<file path="src/design/jcl_pkg.sv">
// shared constants, codes and types of the joystick combination lock
package jcl_pkg;

    localparam int SAMPLE_BITS = 10;
    localparam int CODE_LENGTH = 4;
    localparam int POS_W       = (CODE_LENGTH > 1) ? $clog2(CODE_LENGTH) : 1;
    localparam int SYM_W       = 3;
    localparam int SEG_W       = 7;
    localparam int LED_W       = 2;
    localparam int ACT_W       = 2;
    localparam int CFG_IDX_W   = 8;

    // configuration register indexes
    localparam logic [CFG_IDX_W-1:0] CFG_DIRECTION_HIGH = 8'd0;
    localparam logic [CFG_IDX_W-1:0] CFG_DIRECTION_LOW  = 8'd1;
    localparam logic [CFG_IDX_W-1:0] CFG_CENTER_MIN     = 8'd2;
    localparam logic [CFG_IDX_W-1:0] CFG_CENTER_MAX     = 8'd3;

    localparam logic [SAMPLE_BITS-1:0] RST_DIRECTION_HIGH = SAMPLE_BITS'(615);
    localparam logic [SAMPLE_BITS-1:0] RST_DIRECTION_LOW  = SAMPLE_BITS'(409);
    localparam logic [SAMPLE_BITS-1:0] RST_CENTER_MIN     = SAMPLE_BITS'(308);
    localparam logic [SAMPLE_BITS-1:0] RST_CENTER_MAX     = SAMPLE_BITS'(614);

    // direction symbols
    localparam logic [SYM_W-1:0] SYM_NONE  = 3'd0;
    localparam logic [SYM_W-1:0] SYM_UP    = 3'd1;
    localparam logic [SYM_W-1:0] SYM_DOWN  = 3'd2;
    localparam logic [SYM_W-1:0] SYM_LEFT  = 3'd3;
    localparam logic [SYM_W-1:0] SYM_RIGHT = 3'd4;

    // seven-segment patterns
    localparam logic [SEG_W-1:0] SEG_CENTER = 7'b0000001;
    localparam logic [SEG_W-1:0] SEG_YHIGH  = 7'b0000101;
    localparam logic [SEG_W-1:0] SEG_YLOW   = 7'b0110000;
    localparam logic [SEG_W-1:0] SEG_XLOW   = 7'b0111101;
    localparam logic [SEG_W-1:0] SEG_XHIGH  = 7'b0011100;

    // action codes
    localparam logic [ACT_W-1:0] ACT_NONE  = 2'd0;
    localparam logic [ACT_W-1:0] ACT_CW    = 2'd1;
    localparam logic [ACT_W-1:0] ACT_CCW   = 2'd2;
    localparam logic [ACT_W-1:0] ACT_BLINK = 2'd3;

    typedef logic [SAMPLE_BITS-1:0] t_sample;

    typedef struct packed {
        logic [SEG_W-1:0] seg;
        logic             dir_valid;
        logic [SYM_W-1:0] dir;
        logic             centered;
    } t_class;

    typedef struct packed {
        logic [SEG_W-1:0] seg;
        logic [LED_W-1:0] led;
        logic             point;
        logic [ACT_W-1:0] action;
    } t_result;

endpackage

</file>
<file path="src/design/jcl_classify.sv">
// threshold registers and joystick direction / center classification
module jcl_classify
    import jcl_pkg::*;
(
    input  logic                 i_clk,
    input  logic                 i_rst_n,
    input  logic                 i_cfg_valid,
    input  logic [CFG_IDX_W-1:0] i_cfg_index,
    input  t_sample              i_cfg_data,
    input  t_sample              i_x_sample,
    input  t_sample              i_y_sample,
    output t_class               o_class
);

    t_sample r_dir_high;
    t_sample r_dir_low;
    t_sample r_ctr_min;
    t_sample r_ctr_max;

    always_ff @(posedge i_clk) begin
        if (!i_rst_n) begin
            r_dir_high <= RST_DIRECTION_HIGH;
            r_dir_low  <= RST_DIRECTION_LOW;
            r_ctr_min  <= RST_CENTER_MIN;
            r_ctr_max  <= RST_CENTER_MAX;
        end else if (i_cfg_valid) begin
            case (i_cfg_index)
                CFG_DIRECTION_HIGH: r_dir_high <= i_cfg_data;
                CFG_DIRECTION_LOW:  r_dir_low  <= i_cfg_data;
                CFG_CENTER_MIN:     r_ctr_min  <= i_cfg_data;
                CFG_CENTER_MAX:     r_ctr_max  <= i_cfg_data;
                default: ;
            endcase
        end
    end

    logic x_in_win;
    logic y_in_win;

    assign x_in_win = (i_x_sample >= r_ctr_min) && (i_x_sample <= r_ctr_max);
    assign y_in_win = (i_y_sample >= r_ctr_min) && (i_y_sample <= r_ctr_max);

    always_comb begin
        o_class.centered  = x_in_win && y_in_win;
        o_class.dir_valid = 1'b1;
        o_class.dir       = SYM_NONE;
        o_class.seg       = SEG_CENTER;
        // y axis wins over x axis, high side over low side
        if (i_y_sample >= r_dir_high) begin
            o_class.seg = SEG_YHIGH;
            o_class.dir = SYM_RIGHT;
        end else if (i_y_sample <= r_dir_low) begin
            o_class.seg = SEG_YLOW;
            o_class.dir = SYM_LEFT;
        end else if (i_x_sample >= r_dir_high) begin
            o_class.seg = SEG_XHIGH;
            o_class.dir = SYM_UP;
        end else if (i_x_sample <= r_dir_low) begin
            o_class.seg = SEG_XLOW;
            o_class.dir = SYM_DOWN;
        end else begin
            o_class.dir_valid = 1'b0;
        end
    end

endmodule

</file>
<file path="src/design/jcl_lock.sv">
// lock state machine: entry, code compare, overwrite and led/point registers
module jcl_lock
    import jcl_pkg::*;
(
    input  logic    i_clk,
    input  logic    i_rst_n,
    input  logic    i_accept,
    input  t_class  i_class,
    input  logic    i_button_pin,
    output t_result o_result
);

    localparam logic [1:0] MODE_WAIT      = 2'd0;
    localparam logic [1:0] MODE_PRESS     = 2'd1;
    localparam logic [1:0] MODE_OVERWRITE = 2'd2;

    localparam logic [POS_W-1:0] POS_LAST = POS_W'(CODE_LENGTH - 1);

    logic [1:0]       r_mode,   n_mode;
    logic [POS_W-1:0] r_entry,  n_entry;
    logic [SYM_W-1:0] r_entered [CODE_LENGTH];
    logic [SYM_W-1:0] n_entered [CODE_LENGTH];
    logic [SYM_W-1:0] r_code    [CODE_LENGTH];
    logic [SYM_W-1:0] n_code    [CODE_LENGTH];
    logic [SYM_W-1:0] r_last,   n_last;
    logic             r_parity, n_parity;
    logic             r_ow,     n_ow;
    logic [LED_W-1:0] r_led,    n_led;
    logic             r_point,  n_point;

    always_comb begin
        logic skip;
        logic match;
        n_mode   = r_mode;
        n_entry  = r_entry;
        n_entered = r_entered;
        n_code   = r_code;
        n_last   = i_class.dir_valid ? i_class.dir : r_last;
        n_parity = r_parity;
        n_ow     = r_ow;
        n_led    = r_led;
        n_point  = r_point;
        o_result.seg    = i_class.seg;
        o_result.action = ACT_NONE;
        skip  = 1'b0;
        match = 1'b1;

        case (r_mode)
            MODE_WAIT: begin
                if (!i_class.centered) begin
                    n_mode = MODE_PRESS;
                end else if (!i_button_pin && r_parity) begin
                    n_mode = MODE_OVERWRITE;
                end
            end
            MODE_OVERWRITE: begin
                if (i_button_pin) begin
                    n_mode = MODE_WAIT;
                end
            end
            MODE_PRESS: begin
                if (i_class.centered) begin
                    n_entered[r_entry] = n_last;
                    if (r_ow) begin
                        n_code[r_entry] = n_last;
                    end
                    if (r_entry == POS_LAST) begin
                        n_entry      = '0;
                        o_result.seg = SEG_CENTER;
                        for (int i = 0; i < CODE_LENGTH; i++) begin
                            match = match && (n_entered[i] == n_code[i]);
                        end
                        if (match) begin
                            n_parity = ~r_parity;
                            n_ow     = 1'b0;
                            n_point  = 1'b0;
                            o_result.action = n_parity ? ACT_CW : ACT_CCW;
                        end else begin
                            o_result.action = ACT_BLINK;
                            n_led = '1;
                        end
                        skip = 1'b1;
                    end else begin
                        n_entry = r_entry + 1'b1;
                    end
                    n_mode = MODE_WAIT;
                end
            end
            default: n_mode = MODE_WAIT;
        endcase

        if (!skip) begin
            if (n_mode == MODE_WAIT) begin
                n_led = LED_W'(n_entry);
            end else if (n_mode == MODE_OVERWRITE) begin
                n_entry = '0;
                n_ow    = 1'b1;
                n_point = 1'b1;
            end
        end

        o_result.led   = n_led;
        o_result.point = n_point;
    end

    always_ff @(posedge i_clk) begin
        if (!i_rst_n) begin
            r_mode   <= MODE_WAIT;
            r_entry  <= '0;
            r_last   <= SYM_NONE;
            r_parity <= 1'b0;
            r_ow     <= 1'b0;
            r_led    <= '0;
            r_point  <= 1'b0;
            for (int i = 0; i < CODE_LENGTH; i++) begin
                r_entered[i] <= SYM_NONE;
                r_code[i]    <= SYM_W'((i % 4) + 1);
            end
        end else if (i_accept) begin
            r_mode    <= n_mode;
            r_entry   <= n_entry;
            r_entered <= n_entered;
            r_code    <= n_code;
            r_last    <= n_last;
            r_parity  <= n_parity;
            r_ow      <= n_ow;
            r_led     <= n_led;
            r_point   <= n_point;
        end
    end

    // point lamp mirrors the armed overwrite flag
    a_point_ow: assert property (@(posedge i_clk) disable iff (!i_rst_n)
        r_point == r_ow)
        else $error("point register differs from overwrite flag");

    a_ow_entry: assert property (@(posedge i_clk) disable iff (!i_rst_n)
        (r_mode == MODE_OVERWRITE) |-> (r_entry == '0))
        else $error("entry position not cleared in overwrite mode");

    a_rot_parity: assert property (@(posedge i_clk) disable iff (!i_rst_n)
        (i_accept && (o_result.action == ACT_CW || o_result.action == ACT_CCW))
        |=> (r_parity != $past(r_parity)) && (r_entry == '0))
        else $error("rotation without parity toggle and entry reset");

    a_blink_led: assert property (@(posedge i_clk) disable iff (!i_rst_n)
        (i_accept && o_result.action == ACT_BLINK) |=> (r_led == '1)
            && (r_parity == $past(r_parity)))
        else $error("error blink left wrong led or parity");

endmodule

</file>
<file path="src/design/joystick_combination_lock.sv">
// top level of the joystick combination lock: handshakes and result register
//
//  channel | direction | handshake                  | payload
//  --------+-----------+----------------------------+-------------------------------------
//  in      | in        | i_in_valid / o_in_ready    | i_x_sample, i_y_sample, i_button_pin
//  out     | out       | o_out_valid / i_out_ready  | o_segments, o_led_value,
//          |           |                            | o_decimal_point, o_action
//  cfg     | in        | i_cfg_valid / o_cfg_ready  | i_cfg_index, i_cfg_data
//
// one beat in gives one beat out, in the cycle after it is taken, from the result register
// a new beat is taken every cycle as long as the result register is empty or drained
// the same cycle; the classify and lock step fit between state and result register
// synchronous active-low reset clears thresholds, lock state and the output valid
// cfg writes are taken every cycle; out-of-range indexes are ignored
module joystick_combination_lock
    import jcl_pkg::*;
(
    input  logic                 i_clk,
    input  logic                 i_rst_n,
    input  logic                 i_in_valid,
    output logic                 o_in_ready,
    input  logic [SAMPLE_BITS-1:0] i_x_sample,
    input  logic [SAMPLE_BITS-1:0] i_y_sample,
    input  logic                 i_button_pin,
    output logic                 o_out_valid,
    input  logic                 i_out_ready,
    output logic [SEG_W-1:0]     o_segments,
    output logic [LED_W-1:0]     o_led_value,
    output logic                 o_decimal_point,
    output logic [ACT_W-1:0]     o_action,
    input  logic                 i_cfg_valid,
    output logic                 o_cfg_ready,
    input  logic [CFG_IDX_W-1:0] i_cfg_index,
    input  logic [SAMPLE_BITS-1:0] i_cfg_data
);

    t_class  cls;
    t_result res;
    logic    accept;

    logic    r_out_valid;
    t_result r_res;

    assign o_cfg_ready = 1'b1;
    assign o_in_ready  = !r_out_valid || i_out_ready;
    assign accept      = i_in_valid && o_in_ready;

    jcl_classify u_classify (
        .i_clk       (i_clk),
        .i_rst_n     (i_rst_n),
        .i_cfg_valid (i_cfg_valid),
        .i_cfg_index (i_cfg_index),
        .i_cfg_data  (i_cfg_data),
        .i_x_sample  (i_x_sample),
        .i_y_sample  (i_y_sample),
        .o_class     (cls)
    );

    jcl_lock u_lock (
        .i_clk        (i_clk),
        .i_rst_n      (i_rst_n),
        .i_accept     (accept),
        .i_class      (cls),
        .i_button_pin (i_button_pin),
        .o_result     (res)
    );

    always_ff @(posedge i_clk) begin
        if (!i_rst_n) begin
            r_out_valid <= 1'b0;
        end else if (accept) begin
            r_out_valid <= 1'b1;
        end else if (i_out_ready) begin
            r_out_valid <= 1'b0;
        end
    end

    // result payload, loaded with each accepted beat
    always_ff @(posedge i_clk) begin
        if (accept) begin
            r_res <= res;
        end
    end

    assign o_out_valid     = r_out_valid;
    assign o_segments      = r_res.seg;
    assign o_led_value     = r_res.led;
    assign o_decimal_point = r_res.point;
    assign o_action        = r_res.action;

endmodule

</file>
<file path="config.mk">
export PLATFORM = sky130hd
export DESIGN_NAME = joystick_combination_lock
export DESIGN_NICKNAME = d
export VERILOG_FILES = /design/src/design/jcl_pkg.sv /design/src/design/jcl_classify.sv /design/src/design/jcl_lock.sv /design/src/design/joystick_combination_lock.sv
export SDC_FILE = /design/constraint.sdc
export NUM_CORES = 1
export LEC_CHECK = 0
export BUFFER_PORTS_ARGS = -buffer_cell sky130_fd_sc_hd__buf_2
export CAP_MARGIN = 30
export CORE_MARGIN = 5
export CORE_UTILIZATION = 60
export CTS_CLUSTER_DIAMETER = 150
export CTS_CLUSTER_SIZE = 14
export DETAILED_ROUTE_END_ITERATION = 12
export GPL_TIMING_DRIVEN = 0
export PLACE_DENSITY = 0.92
export SYNTH_ARGS = -nofsm -noshare
export SYNTH_HDL_FRONTEND = slang
export SYNTH_HIERARCHICAL = 1
export SYNTH_SLANG_ARGS = --single-unit
</file>
<file path="constraint.sdc">
create_clock -name i_clk -period 4.75 [get_ports i_clk]
set_input_delay 0.2375 -clock i_clk [delete_from_list [all_inputs] [get_ports i_clk]]
set_output_delay 0.2375 -clock i_clk [all_outputs]
set_load 0.05 [all_outputs]
</file>
After elaboration in Yosys (flattened, before gate mapping)
Index checks and enable logic that the tools add are counted.
{"block": "totals", "reg_bits": 89, "input_bits": 44, "out_inout_bits": 15, "wordCells": 132}
{"block": "classes", "add_sub_neg": 1, "order_cmp": 10, "n_eq_ne": 11, "n_mux": 61, "bitwise_logic": 2, "n_reduce_logical": 23}
{"op": "two-way mux 7 bit", "n": 6}
{"op": "greater-or-equal comparator 10 bit", "n": 4}
{"op": "less-or-equal comparator 10 bit", "n": 4}
{"op": "two-way mux 2 bit", "n": 19}
{"op": "two-way mux 12 bit", "n": 3}
{"op": "bitwise mux 12 bit", "n": 2}
{"op": "two-way mux 1 bit", "n": 23}
{"op": "equality test 8 x 2 -> 1 bit (second input constant)", "n": 2}
{"op": "two-way mux 3 bit", "n": 5}
{"op": "equality test 3 bit", "n": 4}
{"op": "logical AND 1 bit", "n": 9}
{"op": "equality test 8 x 1 -> 1 bit (second input constant)", "n": 1}
{"op": "zero test 8 bit", "n": 1}
{"op": "AND reduction 2 bit", "n": 4}
{"op": "demux 3 bit (select 2 bit)", "n": 1}
{"op": "equality test 2 bit (second input constant)", "n": 3}
{"op": "two-way mux 6 bit", "n": 1}
{"op": "one-hot mux 2 bit (3 select lines)", "n": 1}
{"op": "AND reduction 3 bit", "n": 2}
{"op": "AND reduction 5 bit", "n": 1}
{"op": "zero test 2 bit", "n": 2}
{"op": "greater-or-equal comparator 3 bit (second input constant)", "n": 1}
{"op": "< comparator 3 x 1 -> 1 bit (second input constant)", "n": 1}
{"op": "inverter 2 -> 3 bit", "n": 1}
{"op": "other kinds (6)", "n": 7}

Logic depth before layout (Yosys ltp)
{"block": "logic_depth", "word_depth": 21, "ltp_mapped": 17, "mapped_depth_nobuf": 14}

By module
Netlist, hierarchy kept.
{"mod": "jcl_classify", "instances": 1, "cells_per_inst": 376, "area_each_um2": 3373.2, "seq_area_each_um2": 800.8}
{"mod": "jcl_lock", "instances": 1, "cells_per_inst": 248, "area_each_um2": 1999.4, "seq_area_each_um2": 720.7}
{"mod": "joystick_combination_lock", "instances": 1, "cells_per_inst": 19, "area_each_um2": 429.2, "seq_area_each_um2": 380.4}

Worst setup path after synthesis
No wires, ideal clock.
{"block": "synth_path", "path_kind": "flip-flop to flip-flop", "start": "register u_classify.r_dir_high[7]", "end": "register r_res (netlist bit o_led_value[0]), data pin", "setup_time_ns": 0.261, "t_arrival_ns": 3.678, "required_time_ns": 4.489, "slack_ns": 0.811, "stages_incl_launch_ff": 17, "path_buffers": 3, "synth_period_minus_slack_ns": 3.939, "cell_sequence": "dfxtp_1 > inv_1 > ha_1 > a21o_1 > a21o_1 > a221o_1 > a31o_2 > clkbuf_1 > nand4b_1 > mux2i_2 > buf_4 > o22ai_1 > o22ai_1 > nand2_1 > or3_1 > buf_2 > a221o_1"}
{"item": "from (decl)", "line_no": "jcl_classify.sv:15", "source": "t_sample r_dir_high;"}
{"item": "from (signal assigned)", "line_no": "jcl_classify.sv:28", "source": "CFG_DIRECTION_HIGH: r_dir_high <= i_cfg_data;"}
{"item": "to (signal assigned)", "line_no": "joystick_combination_lock.sv:81", "source": "r_res <= res;"}
{"item": "to (decl)", "line_no": "joystick_combination_lock.sv:42", "source": "t_result r_res;"}

==> impl_summary.log <==
[metrics] sequential share of the synthesized area: 0.3278
[metrics] initial antenna violation count: 1
[metrics] register-to-register path setup slack: 0.33 ns
[metrics] clock sink count: 89
[metrics] worst-margin pin slew: 0.7533 ns
[metrics] Final WS setup: 0.3282 ns
[metrics] type of the setup path with the least slack: reg -> reg
[metrics] critical path peak fanout: 9
[metrics] width of the die: 108.3 um
[metrics] data required time of the critical path: 5.04 ns
[metrics] fraction of met2 tracks used by global routing: 0.4800
[metrics] met1 global-route usage: 0.2971
[metrics] total via count after detailed routing: 5,163
[metrics] ratio of cells with drive above 1 in the final layout: 0.1462
[metrics] Cell Count Post-Placement: 830
[metrics] f_max: 226.2 MHz
[metrics] post-synthesis area per instance: 9.023 um^2
[metrics] clock tree root driver cell: sky130_fd_sc_hd__clkbuf_8
[metrics] leading cell type by number of instances after synthesis: sky130_fd_sc_hd__ha_1
[metrics] endpoint kind of the worst setup timing path: flop
[metrics] worst slack on hold paths: 0.1285 ns
[metrics] TritonCTS clock tree: built
[metrics] Post-layout nets: 841
[metrics] clock transition time at the flip-flop clock pins of the worst setup and hold paths: 0.11 ns
[metrics] fraction of the cycle the final worst path needs: 0.9309
[metrics] max capacitance violation total: 0
[metrics] number of primary I/O pins: 59
[metrics] unique cell type count in the Yosys netlist: 63
[metrics] data arrival time of the worst path: 4.72 ns
[metrics] Warnings, synthesis: 6
[metrics] RePlAce Congestion: 0.9055
[metrics] aggregate routed wire length: 15.62 mm
[metrics] ratio of routed vias to standard cells: 6.096
[metrics] Fill cells: 680
[metrics] post-synth top area cell: sky130_fd_sc_hd__dfxtp_1
[metrics] floorplan row count: 35
[metrics] drt initial violations: 366
[metrics] most frequent cells after synthesis: sky130_fd_sc_hd__ha_1 (84), sky130_fd_sc_hd__dfxtp_1 (77), sky130_fd_sc_hd__nand2_1 (56)
[metrics] DIE HEIGHT: 108.3 um
[metrics] number of clock buffers inserted by TritonCTS: 9
[metrics] ANT nets after route: 0
[metrics] wire length per cell: 18.45 um
[metrics] clock network latency to the later pin of the worst-skew pair: 0.36 ns
[metrics] Min Clock Period, post-route: 4.422 ns
[metrics] global-route usage over all layers: 0.2672
[metrics] Hold Buf Count CTS: 0
[metrics] Yosys top cell area share: 0.2657
[metrics] headroom to the max-slew limit: 0.4907
[metrics] cell count of the worst reg-to-reg path: 13
[metrics] router iterations before antenna repair: 8
[metrics] CTS H-Tree Depth: 3
[metrics] Critical Path Start: u_classify/r_ctr_max[8]$_SDFFE_PN0P_
[metrics] end of the worst register-to-register path: u_lock/r_parity$_SDFFE_PN0P_
[metrics] clk_skew: 0.02198 ns
[metrics] number of stages on the worst hold path: 3
[metrics] Area Overhead vs Synth: 11.86%
[metrics] Inserted Diodes: 0
[metrics] buffers from clock root to sink, at most: 2
[metrics] Final Max Tran Viols: 0
[metrics] cell count after synthesis: 643
[metrics] IR Drop Worst-Case VDD: 192.4 uV
[metrics] worst slack after detailed placement: 0.1634 ns
[metrics] summed instance area of the synthesized netlist: 5802 um^2
[metrics] global route hottest layer: met2
[metrics] Final Non-Filler Cells: 847
[metrics] placeable core region: 9328 um^2
[metrics] most frequently used flop master after synthesis: sky130_fd_sc_hd__dfxtp_1
[metrics] Post-route DRC: 0
[metrics] Post-synth ARST share: 0
[metrics] met3 demand-to-capacity share in global routing: 0.04299
[metrics] worst setup path endpoint: u_lock/r_parity$_SDFFE_PN0P_
[metrics] initial core utilization: 0.6220
[metrics] global route overflow: 0
[metrics] vias in the first global route: 5,326
[metrics] flop and latch count out of synthesis: 89
[metrics] Die Area: 11,740 um^2
[metrics] Synth area leaders: sky130_fd_sc_hd__dfxtp_1 (27%), sky130_fd_sc_hd__ha_1 (18%), sky130_fd_sc_hd__mux2i_1 (6.4%)
[metrics] worst min-delay path class: in -> reg
[metrics] PwrDens: 234.9 nW/um^2
[metrics] HPWL Detailed: 11.58 mm
[metrics] P_leak: 0.003050 uW
[metrics] number of buffer cells added on primary ports: 57
[metrics] number of enable flip-flop cells after synthesis: 12
[metrics] largest net degree at the start of global routing: 18
[metrics] Fin. Hold Viols: 0
[metrics] wire length of the first global-routing pass: 24.63 mm
[metrics] count of endpoints failing setup in the final report: 0
[metrics] launch point of the worst reg-to-reg path: u_classify/r_ctr_max[8]$_SDFFE_PN0P_
[metrics] result of the run: finished clean
[metrics] startpoint type of the worst setup path: flop
[flip-flops by register name, summed over array words and instances (netlist names), 2 cells and up]
register / flops
o_action: 2
o_led_value: 2
o_segments: 7
u_classify/r_ctr_max: 10
u_classify/r_ctr_min: 10
u_classify/r_dir_high: 10
u_classify/r_dir_low: 10
u_lock/r_code: 12
u_lock/r_entered: 12
u_lock/r_entry: 2
u_lock/r_last: 3
u_lock/r_led: 2
u_lock/r_mode: 2
[stage by stage]
step / cell area (um^2) / utilization / total power, uW / TNS, ns
floorplan: 5806 / - / 946.4 / 0
global placement: 6252 / 0.6703 / 1018 / 0
detailed placement: 6252 / 0.6703 / 1033 / 0
CTS: 6436 / 0.6900 / 1518 / 0
global route: 6490 / 0.6958 / 1590 / -0.02838
finish: 6490 / 0.6958 / 1524 / 0
[cell usage in the layout (no fill, tap or decap), types with 12 or more instances in the layout]
master	synthesis	final
sky130_fd_sc_hd__a211oi_1	13	12
sky130_fd_sc_hd__a21o_1	13	13
sky130_fd_sc_hd__a21oi_1	42	42
sky130_fd_sc_hd__and2_1	13	13
sky130_fd_sc_hd__buf_2	4	61
sky130_fd_sc_hd__clkbuf_1	14	14
sky130_fd_sc_hd__dfxtp_1	77	77
sky130_fd_sc_hd__edfxtp_1	12	12
sky130_fd_sc_hd__ha_1	84	84
sky130_fd_sc_hd__inv_1	53	53
sky130_fd_sc_hd__mux2i_1	37	37
sky130_fd_sc_hd__nand2_1	56	56
sky130_fd_sc_hd__nor2_1	38	38
sky130_fd_sc_hd__nor2b_1	24	24
sky130_fd_sc_hd__o21ai_0	31	31
sky130_fd_sc_hd__xnor2_1	14	14
[cell type report]
cell class / count / area, um^2 / area share
repair buffers: 58 / 292.8 / 0.04511
plain buffers: 27 / 145.1 / 0.02236
clock inverters: 7 / 60.06 / 0.009254
well taps: 129 / 161.4 / 0.02487
flip-flops and latches: 89 / 1902 / 0.2930
multi-input cells: 474 / 3602 / 0.5550
clock buffers: 9 / 123.9 / 0.01909
inverters: 54 / 202.7 / 0.03123
[report_power, final]
part | switching (uW) | total, uW | internal (uW)
registers | 6.39 | 780 | 774
clock network | 293 | 494 | 200
logic | 159 | 251 | 91.7
total | 459 | 1520 | 1070
[routing by layer]
layer	share of wire	wire, um
met1	0.38	5867
met2	0.50	7819
met3	0.076	1188
met4	0.047	739
met5	0.00045	7
[worst min path at each step]
stage	start	endpoint	slack, ns
finish	i_in_valid	o_out_valid$_SDFFE_PN0P_	0.13
CTS	i_in_valid	o_out_valid$_SDFFE_PN0P_	0.11
global route	i_in_valid	o_out_valid$_SDFFE_PN0P_	0.10
detailed placement	u_classify/r_ctr_max[5]$_SDFFE_PN1P_	u_classify/r_ctr_max[5]$_SDFFE_PN1P_	0.46
global placement	u_classify/r_ctr_max[5]$_SDFFE_PN1P_	u_classify/r_ctr_max[5]$_SDFFE_PN1P_	0.46
floorplan	i_cfg_data[1]	u_classify/r_ctr_max[1]$_SDFFE_PN1P_	0.36
[cells by family (layout without fill, tap and decap cells)]
logic type,after synthesis,count (layout),share of synthesized area
AOI/OAI and AO/OA,150,150,0.1714
xor gates and xnor gates,15,15,0.02264
adders and majority gates,84,84,0.1812
buffers and inverters,81,155,0.05995
DFF,89,89,0.3278
muxes,41,41,0.07289
other,2,3,0.001294
and+or+nand+nor,181,181,0.1628
[worst max-delay path: stages (launching register included)]
cell	delay [ns]
sky130_fd_sc_hd__dfxtp_1	0.37
sky130_fd_sc_hd__inv_1	0.08
sky130_fd_sc_hd__ha_1	0.29
sky130_fd_sc_hd__nand4_1	0.15
sky130_fd_sc_hd__nor3_1	0.31
sky130_fd_sc_hd__nand3_1	0.12
sky130_fd_sc_hd__a2111o_1	0.44
sky130_fd_sc_hd__a211oi_2	0.46
sky130_fd_sc_hd__and3b_1	0.22
sky130_fd_sc_hd__clkbuf_2	0.18
sky130_fd_sc_hd__nand2_1	0.24
sky130_fd_sc_hd__nor2_1	0.56
sky130_fd_sc_hd__nor4b_1	0.69
sky130_fd_sc_hd__mux2i_1	0.24
[timing repair]
| action | 4_1_cts | 5_1_grt |
|---|---|---|
| gates resized for setup | 0 | 6 |
| buffers inserted | 0 | 1 |
| endpoints found under the setup margin | 0 | 5 |
Power figures use the tool's default switching activity.
